$ cat config.mk
export PLATFORM = sky130hd
export DESIGN_NAME = op_class_random_delay
export DESIGN_NICKNAME = d
export VERILOG_FILES = /design/src/rtl/ocrd_pkg.sv /design/src/rtl/op_class_random_delay.sv /design/src/rtl/ocrd_lcg.sv /design/src/rtl/ocrd_mod.sv
export SDC_FILE = /design/constraint.sdc
export NUM_CORES = 2
export LEC_CHECK = 0
export ABC_AREA = 1
export BUFFER_PORTS_ARGS = -buffer_cell sky130_fd_sc_hd__clkbuf_2
export CORE_ASPECT_RATIO = 1.75
export CORE_UTILIZATION = 60
export DETAILED_ROUTE_END_ITERATION = 6
export PLACE_DENSITY_LB_ADDON = 0.12
export SYNTH_ARGS = -nofsm -noshare
export SYNTH_HDL_FRONTEND = slang
export SYNTH_SLANG_ARGS = --single-unit
$ cat constraint.sdc
create_clock -name clock -period 7.4 [get_ports clock]
set_clock_uncertainty 0.05 [all_clocks]
set_input_delay 0.74 -clock clock [delete_from_list [all_inputs] [get_ports clock]]
set_output_delay 0.74 -clock clock [all_outputs]
set_load 0.05 [all_outputs]
$ cat src/rtl/ocrd_pkg.sv
// ----------------------------------------------------------------------------
// ocrd_pkg: shared constants and types of the operation-class delay block
// Generator constants, class codes, register indexes and field widths.
// ----------------------------------------------------------------------------
package ocrd_pkg;

   localparam int STATE_W    = 64;
   localparam int BOUND_W    = 59;
   localparam int ID_W       = 32;
   localparam int SIZE_W     = 64;
   localparam int CSR_IDX_W  = 3;
   localparam int CSR_DATA_W = 64;
   localparam int MUL_BITS   = 31;
   localparam int MUL_CNT_W  = 5;
   localparam int DIV_CNT_W  = 6;

   localparam int CLASS_SPAN_DEF = 256;

   localparam logic [MUL_BITS-1:0] LCG_MUL = 31'd1103515245;
   localparam logic [STATE_W-1:0]  LCG_ADD = 64'd12345;

   localparam logic [BOUND_W-1:0] FAST_BOUND   = 59'd5;
   localparam logic [BOUND_W-1:0] MEDIUM_BOUND = 59'd10;
   localparam int                 ALLOC_SHIFT  = 6;

   // Class codes
   localparam logic [1:0] CLASS_FAST   = 2'd0;
   localparam logic [1:0] CLASS_MEDIUM = 2'd1;
   localparam logic [1:0] CLASS_ALLOC  = 2'd2;
   localparam logic [1:0] CLASS_OTHER  = 2'd3;

   // Register indexes
   localparam logic [CSR_IDX_W-1:0] REG_SEED      = 3'd0;
   localparam logic [CSR_IDX_W-1:0] REG_INTENSITY = 3'd1;
   localparam logic [CSR_IDX_W-1:0] REG_FAST      = 3'd2;
   localparam logic [CSR_IDX_W-1:0] REG_MEDIUM    = 3'd3;
   localparam logic [CSR_IDX_W-1:0] REG_ALLOC     = 3'd4;

   // Reset values
   localparam logic [STATE_W-1:0] SEED_RST      = 64'd1;
   localparam logic [ID_W-1:0]    INTENSITY_RST = 32'd10;
   localparam logic [ID_W-1:0]    FAST_RST      = 32'd256;
   localparam logic [ID_W-1:0]    MEDIUM_RST    = 32'd512;
   localparam logic [ID_W-1:0]    ALLOC_RST     = 32'd768;

   // Control toward the generator
   typedef struct packed {
      logic                 start;
      logic                 load;
      logic [STATE_W-1:0]   load_value;
   } lcg_ctrl_type;

   // Status back from a serial unit
   typedef struct packed {
      logic done;
   } unit_status_type;

endpackage

$ cat src/rtl/op_class_random_delay.sv
// ----------------------------------------------------------------------------
// op_class_random_delay: per-operation pseudo-random delay by operation class
// Each request goes from acceptance to a result in these steps: a start
// step, the bit-serial generator multiply (one bit of the constant
// multiplier per cycle), the bit-serial remainder (one dividend bit per
// cycle) and the step that hands the result on to the
// output register. One request is worked on at a time; req_stall stays high
// while it is in flight, and a finished result waits in the output register
// so the next request can be taken while the consumer stalls. The generator
// advances state*1103515245+12345 (mod 2^64); the delay is the new state
// modulo a class bound, plus one. Ids in the fast window get bound 5, the
// medium window 10, the allocation window (request size in bytes)/64+1,
// everything else the intensity register (zero acts as one). Windows are
// CLASS_SPAN ids wide, checked fast, medium, allocation in that order, and do
// not wrap past the top of the id range. Writing the seed reloads the
// generator at once; a request marked last reloads it after its result is
// produced. Write the registers only while the block is idle.
// ----------------------------------------------------------------------------
module op_class_random_delay #(
   parameter int CLASS_SPAN = ocrd_pkg::CLASS_SPAN_DEF
) (
   input  logic                                 clock,
   input  logic                                 reset,

   input  logic                                 req_valid,
   output logic                                 req_stall,
   input  logic [ocrd_pkg::ID_W-1:0]            req_op_id,
   input  logic [ocrd_pkg::SIZE_W-1:0]          req_size_bytes,
   input  logic                                 req_last_in_sequence,

   output logic                                 rsp_valid,
   input  logic                                 rsp_stall,
   output logic [ocrd_pkg::BOUND_W-1:0]         rsp_delay,
   output logic [1:0]                           rsp_op_class,

   input  logic                                 csr_write_en,
   input  logic [ocrd_pkg::CSR_IDX_W-1:0]       csr_index,
   input  logic [ocrd_pkg::CSR_DATA_W-1:0]      csr_write_data
);

   localparam logic [ocrd_pkg::ID_W-1:0] SPAN_W = ocrd_pkg::ID_W'(CLASS_SPAN);

   // Sequencer states
   localparam logic [1:0] ST_IDLE = 2'd0;
   localparam logic [1:0] ST_MUL  = 2'd1;
   localparam logic [1:0] ST_DIV  = 2'd2;
   localparam logic [1:0] ST_OUT  = 2'd3;

   // Configuration registers
   logic [ocrd_pkg::STATE_W-1:0] seed_ff;
   logic [ocrd_pkg::ID_W-1:0]    intensity_ff;
   logic [ocrd_pkg::ID_W-1:0]    fast_base_ff;
   logic [ocrd_pkg::ID_W-1:0]    medium_base_ff;
   logic [ocrd_pkg::ID_W-1:0]    alloc_base_ff;

   // Captured request
   logic [ocrd_pkg::ID_W-1:0]    op_id_ff;
   logic [ocrd_pkg::SIZE_W-1:0]  size_ff;
   logic                         last_ff;
   logic [1:0]                   class_ff, class_in;

   logic [1:0]                   state_ff, state_in;
   logic                         rsp_valid_ff, rsp_valid_in;
   logic [ocrd_pkg::BOUND_W-1:0] rsp_delay_ff;
   logic [1:0]                   rsp_class_ff;

   logic                         req_accept;
   logic                         out_load;
   logic                         seed_write;

   ocrd_pkg::lcg_ctrl_type       lcg_ctrl;
   ocrd_pkg::unit_status_type    lcg_status;
   ocrd_pkg::unit_status_type    mod_status;
   logic [ocrd_pkg::STATE_W-1:0] lcg_state;
   logic [ocrd_pkg::BOUND_W-1:0] mod_rem;
   logic                         mod_start;

   logic                         in_fast, in_medium, in_alloc;
   logic [ocrd_pkg::ID_W:0]      fast_off, medium_off, alloc_off;
   logic [ocrd_pkg::BOUND_W-1:0] bound;
   logic [ocrd_pkg::BOUND_W-1:0] alloc_bound;

   assign req_accept = req_valid && !req_stall;
   assign req_stall  = (state_ff != ST_IDLE);
   assign seed_write = csr_write_en && (csr_index == ocrd_pkg::REG_SEED);

   // Window test: id - base must not borrow and must stay below the span,
   // so a window near the top of the id range is cut off, not wrapped.
   assign fast_off   = {1'b0, op_id_ff} - {1'b0, fast_base_ff};
   assign medium_off = {1'b0, op_id_ff} - {1'b0, medium_base_ff};
   assign alloc_off  = {1'b0, op_id_ff} - {1'b0, alloc_base_ff};

   assign in_fast   = !fast_off[ocrd_pkg::ID_W]
                      && (fast_off[ocrd_pkg::ID_W-1:0] < SPAN_W);
   assign in_medium = !medium_off[ocrd_pkg::ID_W]
                      && (medium_off[ocrd_pkg::ID_W-1:0] < SPAN_W);
   assign in_alloc  = !alloc_off[ocrd_pkg::ID_W]
                      && (alloc_off[ocrd_pkg::ID_W-1:0] < SPAN_W);

   assign alloc_bound = {1'b0, size_ff[ocrd_pkg::SIZE_W-1:ocrd_pkg::ALLOC_SHIFT]}
                        + ocrd_pkg::BOUND_W'(1);

   // Pick the bound; first matching window wins
   always_comb begin
      if (in_fast) begin
         class_in = ocrd_pkg::CLASS_FAST;
         bound    = ocrd_pkg::FAST_BOUND;
      end else if (in_medium) begin
         class_in = ocrd_pkg::CLASS_MEDIUM;
         bound    = ocrd_pkg::MEDIUM_BOUND;
      end else if (in_alloc) begin
         class_in = ocrd_pkg::CLASS_ALLOC;
         bound    = alloc_bound;
      end else begin
         class_in = ocrd_pkg::CLASS_OTHER;
         // zero intensity acts as one
         bound    = (intensity_ff == '0) ? ocrd_pkg::BOUND_W'(1)
                                         : ocrd_pkg::BOUND_W'(intensity_ff);
      end
   end

   // Sequencer
   always_comb begin
      state_in  = state_ff;
      mod_start = 1'b0;
      out_load  = 1'b0;
      case (state_ff)
         ST_IDLE: begin
            if (req_accept) begin
               state_in = ST_MUL;
            end
         end
         ST_MUL: begin
            // new generator state is ready: start the remainder
            if (lcg_status.done) begin
               mod_start = 1'b1;
               state_in  = ST_DIV;
            end
         end
         ST_DIV: begin
            if (mod_status.done) begin
               state_in = ST_OUT;
            end
         end
         ST_OUT: begin
            // hold until the output register is free
            if (!rsp_valid_ff || !rsp_stall) begin
               out_load = 1'b1;
               state_in = ST_IDLE;
            end
         end
         default: begin
            state_in = ST_IDLE;
         end
      endcase
   end

   // Generator control: advance on acceptance; reload on a seed write or
   // after the last request of a sequence.
   always_comb begin
      lcg_ctrl.start      = req_accept;
      lcg_ctrl.load       = seed_write || (out_load && last_ff);
      lcg_ctrl.load_value = seed_write ? csr_write_data : seed_ff;
   end

   assign rsp_valid_in = out_load || (rsp_valid_ff && rsp_stall);

   always_ff @(posedge clock) begin
      if (reset) begin
         state_ff       <= ST_IDLE;
         rsp_valid_ff   <= 1'b0;
         seed_ff        <= ocrd_pkg::SEED_RST;
         intensity_ff   <= ocrd_pkg::INTENSITY_RST;
         fast_base_ff   <= ocrd_pkg::FAST_RST;
         medium_base_ff <= ocrd_pkg::MEDIUM_RST;
         alloc_base_ff  <= ocrd_pkg::ALLOC_RST;
      end else begin
         state_ff     <= state_in;
         rsp_valid_ff <= rsp_valid_in;
         if (csr_write_en) begin
            case (csr_index)
               ocrd_pkg::REG_SEED:      seed_ff        <= csr_write_data;
               ocrd_pkg::REG_INTENSITY: intensity_ff   <= csr_write_data[ocrd_pkg::ID_W-1:0];
               ocrd_pkg::REG_FAST:      fast_base_ff   <= csr_write_data[ocrd_pkg::ID_W-1:0];
               ocrd_pkg::REG_MEDIUM:    medium_base_ff <= csr_write_data[ocrd_pkg::ID_W-1:0];
               ocrd_pkg::REG_ALLOC:     alloc_base_ff  <= csr_write_data[ocrd_pkg::ID_W-1:0];
               default: begin
               end
            endcase
         end
      end
      if (req_accept) begin
         op_id_ff <= req_op_id;
         size_ff  <= req_size_bytes;
         last_ff  <= req_last_in_sequence;
      end
      if (mod_start) begin
         class_ff <= class_in;
      end
      if (out_load) begin
         rsp_delay_ff <= mod_rem + ocrd_pkg::BOUND_W'(1);
         rsp_class_ff <= class_ff;
      end
   end

   ocrd_lcg u_lcg (
      .clock  (clock),
      .reset  (reset),
      .ctrl   (lcg_ctrl),
      .status (lcg_status),
      .state  (lcg_state)
   );

   ocrd_mod u_mod (
      .clock     (clock),
      .reset     (reset),
      .start     (mod_start),
      .dividend  (lcg_state),
      .divisor   (bound),
      .status    (mod_status),
      .remainder (mod_rem)
   );

   assign rsp_valid    = rsp_valid_ff;
   assign rsp_delay    = rsp_delay_ff;
   assign rsp_op_class = rsp_class_ff;

endmodule

$ cat src/rtl/ocrd_lcg.sv
// ----------------------------------------------------------------------------
// ocrd_lcg: bit-serial linear congruential generator
// Advances state = state * LCG_MUL + LCG_ADD (mod 2^64), one multiplier
// bit per cycle, shift-and-add over the MUL_BITS bits of the multiplier.
// ----------------------------------------------------------------------------
module ocrd_lcg (
   input  logic                                 clock,
   input  logic                                 reset,
   input  ocrd_pkg::lcg_ctrl_type               ctrl,
   output ocrd_pkg::unit_status_type            status,
   output logic [ocrd_pkg::STATE_W-1:0]         state
);

   logic [ocrd_pkg::STATE_W-1:0]   state_ff, state_in;
   logic [ocrd_pkg::STATE_W-1:0]   acc_ff, acc_in;
   logic [ocrd_pkg::STATE_W-1:0]   mcand_ff, mcand_in;
   logic [ocrd_pkg::MUL_CNT_W-1:0] idx_ff, idx_in;
   logic                           run_ff, run_in;
   logic                           done_ff, done_in;
   logic [ocrd_pkg::STATE_W-1:0]   acc_step;
   logic                           last_bit;

   assign last_bit = (idx_ff == ocrd_pkg::MUL_CNT_W'(ocrd_pkg::MUL_BITS - 1));
   assign acc_step = ocrd_pkg::LCG_MUL[idx_ff] ? acc_ff + mcand_ff : acc_ff;

   always_comb begin
      state_in = state_ff;
      acc_in   = acc_ff;
      mcand_in = mcand_ff;
      idx_in   = idx_ff;
      run_in   = run_ff;
      done_in  = 1'b0;
      if (ctrl.start) begin
         // seed the accumulator with the increment
         acc_in   = ocrd_pkg::LCG_ADD;
         mcand_in = state_ff;
         idx_in   = '0;
         run_in   = 1'b1;
      end else if (run_ff) begin
         acc_in   = acc_step;
         mcand_in = {mcand_ff[ocrd_pkg::STATE_W-2:0], 1'b0};
         idx_in   = idx_ff + 1'b1;
         if (last_bit) begin
            state_in = acc_step;
            run_in   = 1'b0;
            done_in  = 1'b1;
         end
      end
      if (ctrl.load) begin
         state_in = ctrl.load_value;
      end
   end

   always_ff @(posedge clock) begin
      if (reset) begin
         state_ff <= ocrd_pkg::SEED_RST;
         run_ff   <= 1'b0;
         done_ff  <= 1'b0;
         idx_ff   <= '0;
      end else begin
         state_ff <= state_in;
         run_ff   <= run_in;
         done_ff  <= done_in;
         idx_ff   <= idx_in;
      end
      acc_ff   <= acc_in;
      mcand_ff <= mcand_in;
   end

   assign state       = state_ff;
   assign status.done = done_ff;

endmodule

$ cat src/rtl/ocrd_mod.sv
// ----------------------------------------------------------------------------
// ocrd_mod: bit-serial remainder unit
// Restoring division of a 64-bit value by a 59-bit bound, one dividend bit
// per cycle; only the remainder is kept.
// ----------------------------------------------------------------------------
module ocrd_mod (
   input  logic                                 clock,
   input  logic                                 reset,
   input  logic                                 start,
   input  logic [ocrd_pkg::STATE_W-1:0]         dividend,
   input  logic [ocrd_pkg::BOUND_W-1:0]         divisor,
   output ocrd_pkg::unit_status_type            status,
   output logic [ocrd_pkg::BOUND_W-1:0]         remainder
);

   logic [ocrd_pkg::STATE_W-1:0]   num_ff, num_in;
   logic [ocrd_pkg::BOUND_W-1:0]   rem_ff, rem_in;
   logic [ocrd_pkg::BOUND_W-1:0]   div_ff, div_in;
   logic [ocrd_pkg::DIV_CNT_W-1:0] cnt_ff, cnt_in;
   logic                           run_ff, run_in;
   logic                           done_ff, done_in;
   logic [ocrd_pkg::BOUND_W:0]     trial;
   logic [ocrd_pkg::BOUND_W:0]     diff;
   logic                           fits;

   // bring down the next dividend bit and try a subtract
   assign trial = {rem_ff, num_ff[ocrd_pkg::STATE_W-1]};
   assign diff  = trial - {1'b0, div_ff};
   assign fits  = (trial >= {1'b0, div_ff});

   always_comb begin
      num_in  = num_ff;
      rem_in  = rem_ff;
      div_in  = div_ff;
      cnt_in  = cnt_ff;
      run_in  = run_ff;
      done_in = 1'b0;
      if (start) begin
         num_in = dividend;
         rem_in = '0;
         div_in = divisor;
         cnt_in = '0;
         run_in = 1'b1;
      end else if (run_ff) begin
         num_in = {num_ff[ocrd_pkg::STATE_W-2:0], 1'b0};
         rem_in = fits ? diff[ocrd_pkg::BOUND_W-1:0] : trial[ocrd_pkg::BOUND_W-1:0];
         cnt_in = cnt_ff + 1'b1;
         if (&cnt_ff) begin
            run_in  = 1'b0;
            done_in = 1'b1;
         end
      end
   end

   always_ff @(posedge clock) begin
      if (reset) begin
         run_ff  <= 1'b0;
         done_ff <= 1'b0;
         cnt_ff  <= '0;
      end else begin
         run_ff  <= run_in;
         done_ff <= done_in;
         cnt_ff  <= cnt_in;
      end
      num_ff <= num_in;
      rem_ff <= rem_in;
      div_ff <= div_in;
   end

   assign remainder   = rem_ff;
   assign status.done = done_ff;

endmodule
# After elaboration in Yosys (flattened, before gate mapping)
# Memory sizes are Yosys's and may differ from the RTL's. A register that Yosys moved wholly into a read port is not among the register bits.
# Cells that the tools add are included.
totals:
  regBits: 744
  latchBits: 0
  ram_bits: 0
  romBits: 32
  inputBits: 169
  out_inout_bits: 63
  wordCells: 130
  mem_count: 1
classes:
  add_sub_neg: 9
  mul: 0
  div: 0
  n_lt_le_gt_ge: 5
  eq_ne: 13
  n_shift: 0
  mux: 36
  bitwise: 2
  n_reduce_logical: 37
mem_list:
  columns: ["name", "depth", "word_bits", "read_ports", "rd_ports_with_merged_regs", "write_ports", "line_no", "text"]
  rows:
  - ["(no name shown)", 32, 1, 1, 1, 0, "ocrd_lcg.sv:24", "assign acc_step = ocrd_pkg::LCG_MUL[idx_ff] ? acc_ff + mcand_ff : acc_ff;"]
op_table:
  columns: ["operator", "count"]
  rows:
  - ["2-to-1 mux 64 bit", 10]
  - ["2-to-1 mux 59 bit", 2]
  - ["subtractor 32 x 32 -> 33 bit", 3]
  - ["less-than comparator 32 x 9 -> 1 bit, second input constant", 3]
  - ["adder 64 bit", 1]
  - ["greater-or-equal comparator 60 x 59 -> 1 bit", 1]
  - ["adder 58 x 1 -> 59 bit, second input constant", 1]
  - ["adder 59 x 1 -> 59 bit, second input constant", 1]
  - ["subtractor 59 bit", 1]
  - ["logical NOT 32 bit", 1]
  - ["2-to-1 mux 32 bit", 1]
  - ["2-to-1 mux 1 bit", 15]
  - ["2-to-1 mux 5 bit", 2]
  - ["AND reduction 2 bit", 5]
  - ["nonzero test 2 bit", 5]
  - ["2-to-1 mux 2 bit", 4]
  - ["one-hot mux 2 bit (4 select lines)", 1]
  - ["logical AND 1 bit", 7]
  - ["adder 6 x 1 -> 6 bit, second input constant", 1]
  - ["== test 3 x 2 -> 1 bit, second input constant", 2]
  - ["logical NOT 1 bit", 6]
  - ["less-than comparator 5 x 6 -> 1 bit, second input constant", 1]
  - ["!= test 2 x 1 -> 1 bit, second input constant", 3]
  - ["AND reduction 6 bit", 1]
  - ["other kinds (16)", 24]

# Longest topological paths before layout
depth:
  ltp_word: 8
  mapped_depth: 24
  depth_no_buf: 23

# Cells and area by module
# From an unflattened synthesis, not the netlist that was laid out.
hier_totals:
  cells_unflattened: 7807
  area_unflattened_um2: 50978.9
by_module_without_submodules:
  columns: ["module", "n_inst", "cells_per_inst", "area_each_um2", "seq_area_each_um2"]
  rows:
  - ["op_class_random_delay", 1, 3492, 23268.6, 8528.2]
  - ["ocrd_lcg", 1, 2372, 14772.9, 4644.5]
  - ["ocrd_mod", 1, 1943, 12937.4, 5034.8]

# Worst setup path after synthesis
# Ideal clock, no wire load.
synth_path:
  path_type: "input to register"
  from: "input port req_valid"
  to: "register u_lcg.mcand_ff[0] (netlist bit), enable pin"
  setup_ns: 0.451
  arrival_ns: 5.468
  t_required_ns: 6.899
  path_slack_ns: 1.431
  stages: 6
  path_buffers: 2
  cell_sequence: "nand2_1 > inv_1 > nor2_1 > inv_1 > clkbuf_1 > clkbuf_1"
synth_via:
  elab_chain_cells: 2
synth_rtl:
  columns: ["item", "line_no", "text"]
  rows:
  - ["from (decl)", "op_class_random_delay.sv:25", "input logic req_valid,"]
  - ["logical AND 1 bit", "op_class_random_delay.sv:83", "assign req_accept = req_valid && !req_stall;"]
  - ["via req_accept", "op_class_random_delay.sv:67", "logic req_accept;"]
  - ["nonzero test 2 bit (no line)", null, null]
  - ["to (signal assigned)", "ocrd_lcg.sv:67", "mcand_ff <= mcand_in;"]
  - ["to (decl)", "ocrd_lcg.sv:16", "logic [ocrd_pkg::STATE_W-1:0] mcand_ff, mcand_in;"]
# The timed path passes the listed nets, and every way through them passes these cells.
# A chain may end at the register's enable or synchronous reset.

# Worst setup path after layout
layout_path:
  from: "register op_id_ff[8] (netlist bit)"
  to: "register u_mod.div_ff[9] (netlist bit), data pin"
layout_via:
  elab_chain_cells: 4
  elab_cells_between_ends: 14
  classes_between: "add/sub: 3; order compare: 3; mux: 1; reduce/logical: 7"
layout_rtl:
  columns: ["item", "line_no", "text"]
  rows:
  - ["from (decl)", "op_class_random_delay.sv:57", "logic [ocrd_pkg::ID_W-1:0] op_id_ff;"]
  - ["from (signal assigned)", "op_class_random_delay.sv:193", "op_id_ff <= req_op_id;"]
  - ["subtractor 32 x 32 -> 33 bit (on tied branches)", "op_class_random_delay.sv:91, op_class_random_delay.sv:89, op_class_random_delay.sv:90", null]
  - ["less-than comparator 32 x 9 -> 1 bit (tied with other cells)", "op_class_random_delay.sv:98", "&& (alloc_off[ocrd_pkg::ID_W-1:0] < SPAN_W);"]
  - ["logical AND 1 bit (on tied branches)", "op_class_random_delay.sv:98, op_class_random_delay.sv:94, op_class_random_delay.sv:96", null]
  - ["2-to-1 mux 59 bit / OR reduction 2 bit (equally long branches)", null, null]
  - ["to (signal assigned)", "ocrd_mod.sv:67", "div_ff <= div_in;"]
  - ["to (decl)", "ocrd_mod.sv:18", "logic [ocrd_pkg::BOUND_W-1:0] div_ff, div_in;"]
# Several ways; a longest one is shown, not always the timed one.

==> results.json <==
{
  "route.detailed.drc": 2,
  "cts.hold.buffers_added": 0,
  "overflow": 0,
  "p_leak_nw": 23.1,
  "ratio_of_cells_with_drive_above_1_in_the_final_layout_pct": 6.99,
  "clk_latency_ns": 0.68,
  "dpl.hpwl_mm": 132,
  "maxSlewViolCount": 0,
  "chipWidth_um": 214,
  "crit_path_category": "reg2reg",
  "finalWirelength_mm": 170,
  "post_synth_inst_count": 6596,
  "rsz_0062_raised_after_global_routing": "no",
  "postCtsResizedCells": 0,
  "cts.sink_count": 739,
  "numPlacedInstances": 7702,
  "mappedNetlistArea_sq_mm": 0.0472,
  "route.vias.total": 46000,
  "pin_count": 232,
  "cellPowerDensity_mw_per_mm2": 300,
  "synth_edf_count": 341,
  "worstHoldPathType": "in2reg",
  "setup_violation_total_in_the_final_timing_report": 0,
  "violations_in_the_final_reports": "DRC",
  "globalRoute.busiestLayer": "met2",
  "outcome": "complete, but fails checks",
  "via_per_inst": 5.87,
  "rows": 135,
  "placed_cell_area_sq_mm": 0.0492,
  "fp.dieArea_sq_mm": 0.0798,
  "path_clk_slew_ns": 0.06,
  "tritoncts": "done",
  "buffer_ports.inserted": 225,
  "async_flop_share_pct": 0,
  "period_needed_ns": 5.16,
  "groute.layer.met3.usage_pct": 9.29,
  "cts-htree-levels": 3,
  "instances_no_fill": 7839,
  "syn_area_per_cell_sq_um": 7.15,
  "cts_inserted_buffers": 71,
  "grt_util_all_layers_pct": 42.0,
  "cp-start-kind": "flop",
  "drv_cap": 0,
  "ant_nets": 0,
  "cp_data_required_time_ns": 7.75,
  "detail_route.iter0.violations": 3910,
  "cp_max_fo": 28,
  "tightest_slew_ns": 1.40,
  "holdWs_ns": 0.177,
  "wl_per_cell_um": 21.7,
  "place_congestion": 1.09,
  "post_cts.repair.setup_buffers": 0,
  "cts_buffer_depth": 3,
  "timing_hold_violations_final": 0,
  "effective_utilization_at_floorplan_pct": 60.8,
  "floorplan.die.height_um": 373,
  "finish.instance_area_sq_mm": 0.0516,
  "grt_use_met2_pct": 74.3,
  "grt_antenna_before_repair": 11,
  "clockRootBuffer": "sky130_fd_sc_hd__clkbuf_16",
  "synth_nets": 6994,
  "drt_pass1_iterations": 7,
  "grt_use_met1_pct": 38.6,
  "mostFrequentLayoutCell": "sky130_fd_sc_hd__nand2_1",
  "setup.worst_path.end_class": "flop",
  "grt_max_degree": 116,
  "crit_arrival_ns": 5.51,
  "grt_pass1_wl_mm": 253,
  "synth.yosys.seq_area_share_pct": 38.6,
  "layout_worst_path_cycle_share_pct": 69.7,
  "peakVddDrop_mv": 0.259,
  "yosys_register_bits": 739,
  "setup-tns-final_ns": 0,
  "p_total_mw": 15.5,
  "final_cell_mix": "1,518 x sky130_fd_sc_hd__nand2_1, 996 x sky130_fd_sc_hd__inv_1, 732 x sky130_fd_sc_hd__nor2_1, 511 x sky130_fd_sc_hd__o21ai_0, 430 x sky130_fd_sc_hd__a21oi_1",
  "max_slew_margin_pct": 6.38,
  "fin_nets": 7146,
  "core_area_sq_mm": 0.0775,
  "synthDistinctLibCells": 62,
  "first_global_vias": 45500,
  "synthFlopType": "sky130_fd_sc_hd__dfxtp_1",
  "maxClockFrequency_mhz": 194,
  "yosysWarnings": 0,
  "syn_to_final_growth_pct": 9.35
}
[path summary, 6_finish.rpt]
kind / start / to / slack, ns / cells after the start
setup / recovery: op_id_ff[8] / u_mod.div_ff[9] / 2.24 / 13
hold / removal: req_op_id[0] / op_id_ff[0] / 0.18 / 1
setup reg to reg: op_id_ff[8] / u_mod.div_ff[9] / 2.24 / 13
hold reg to reg: class_ff[0] / rsp_op_class[0] / 0.38 / 0
[critical path, cell delays in order, from the launching register on]
cell and delay [ns]:
sky130_fd_sc_hd__edfxtp_1 0.48, sky130_fd_sc_hd__ha_1 0.43, sky130_fd_sc_hd__nand2_1 0.13, sky130_fd_sc_hd__inv_1 0.12
sky130_fd_sc_hd__nand2_1 0.23, sky130_fd_sc_hd__nor2_1 1.12, sky130_fd_sc_hd__nand2_1 0.12, sky130_fd_sc_hd__nand2_1 0.26
sky130_fd_sc_hd__xnor2_1 0.18, sky130_fd_sc_hd__nand3_1 0.10, sky130_fd_sc_hd__nor3_1 0.62, sky130_fd_sc_hd__nand4_1 0.37
sky130_fd_sc_hd__nand2_2 0.54, sky130_fd_sc_hd__a21oi_1 0.11
[logic make-up after synthesis]
group                      count (synthesis)  share of synthesized area (%)
xor gates and xnor gates                 209                           3.88
adders and majority gates                229                           6.11
muxes                                     64                           1.36
AOI/OAI and AO/OA                       1191                           13.8
buffers and inverters                   1190                           9.59
and+or+nand+nor                         2974                           26.7
DFF                                      739                           38.6
[stage by stage]
step / util, % / setup WS [ns]
after floorplan: - / 1.43
after global placement: 63.5 / 2.85
after detailed placement: 63.5 / 2.81
after CTS: 66.5 / 2.78
after global routing: 66.5 / 2.39
final: 66.5 / 2.24
[synthesized netlist by cell type, types with 17 or more instances]
master	instances	share of area, %
sky130_fd_sc_hd__nand3_1	354	3.8
sky130_fd_sc_hd__o21bai_1	29	0.46
sky130_fd_sc_hd__mux2i_1	64	1.4
sky130_fd_sc_hd__o21a_1	18	0.29
sky130_fd_sc_hd__a21o_1	31	0.49
sky130_fd_sc_hd__nand4_1	134	1.8
sky130_fd_sc_hd__or2_2	17	0.23
sky130_fd_sc_hd__a21oi_1	431	4.6
sky130_fd_sc_hd__nor3_1	101	1.1
sky130_fd_sc_hd__xor2_1	130	2.4
sky130_fd_sc_hd__nand2_1	1521	12
sky130_fd_sc_hd__ha_1	227	6.0
sky130_fd_sc_hd__nor2_1	737	5.9
sky130_fd_sc_hd__xnor2_1	79	1.5
sky130_fd_sc_hd__clkbuf_1	141	1.1
sky130_fd_sc_hd__buf_2	20	0.21
sky130_fd_sc_hd__o21ai_0	511	5.4
sky130_fd_sc_hd__inv_1	1002	8.0
sky130_fd_sc_hd__edfxtp_1	341	22
sky130_fd_sc_hd__o22ai_1	56	0.74
sky130_fd_sc_hd__nor4_1	20	0.27
sky130_fd_sc_hd__o211ai_1	28	0.45
sky130_fd_sc_hd__a31oi_1	38	0.50
sky130_fd_sc_hd__dfxtp_1	398	17
[flip-flops by register name, indices dropped and copies added (netlist names), 6 cells and up, named ones only]
| register | cells |
|---|---|
| u_mod.num_ff | 64 |
| rsp_delay | 59 |
| alloc_base_ff | 32 |
| size_ff | 58 |
| u_lcg.state | 64 |
| u_mod.div_ff | 59 |
| fast_base_ff | 32 |
| u_lcg.mcand_ff | 64 |
| u_mod.cnt_ff | 6 |
| u_mod.remainder | 59 |
| u_lcg.acc_ff | 64 |
| op_id_ff | 32 |
| seed_ff | 64 |
| medium_base_ff | 32 |
| intensity_ff | 32 |
[report_power, final]
group / switching [mW] / internal (mW) / total [mW]
registers: 0.458 / 4.93 / 5.39
logic: 4.43 / 1.87 / 6.30
clock network: 1.72 / 2.10 / 3.81
[routing by layer]
metal  up-vias  share of wire [%]  wire [um]
met1     21100                 32      54300
met5         -              0.035         60
met3       822                6.9      11700
met2      2098                 49      84100
li1      22000                  -          -
met4         6                 12      19900
[cell type report]
class | instances | area (sq um)
tap | 1027 | 1280
clock buffer | 95 | 1990
fill | 6739 | 25900
antenna | 7 | 17.5
inverter | 1011 | 3800
multi-input combinational | 4667 | 24500
sequential | 739 | 18200
timing repair buffer | 258 | 1380
clock inverter | 35 | 380
(Power assumes the default switching activity.)
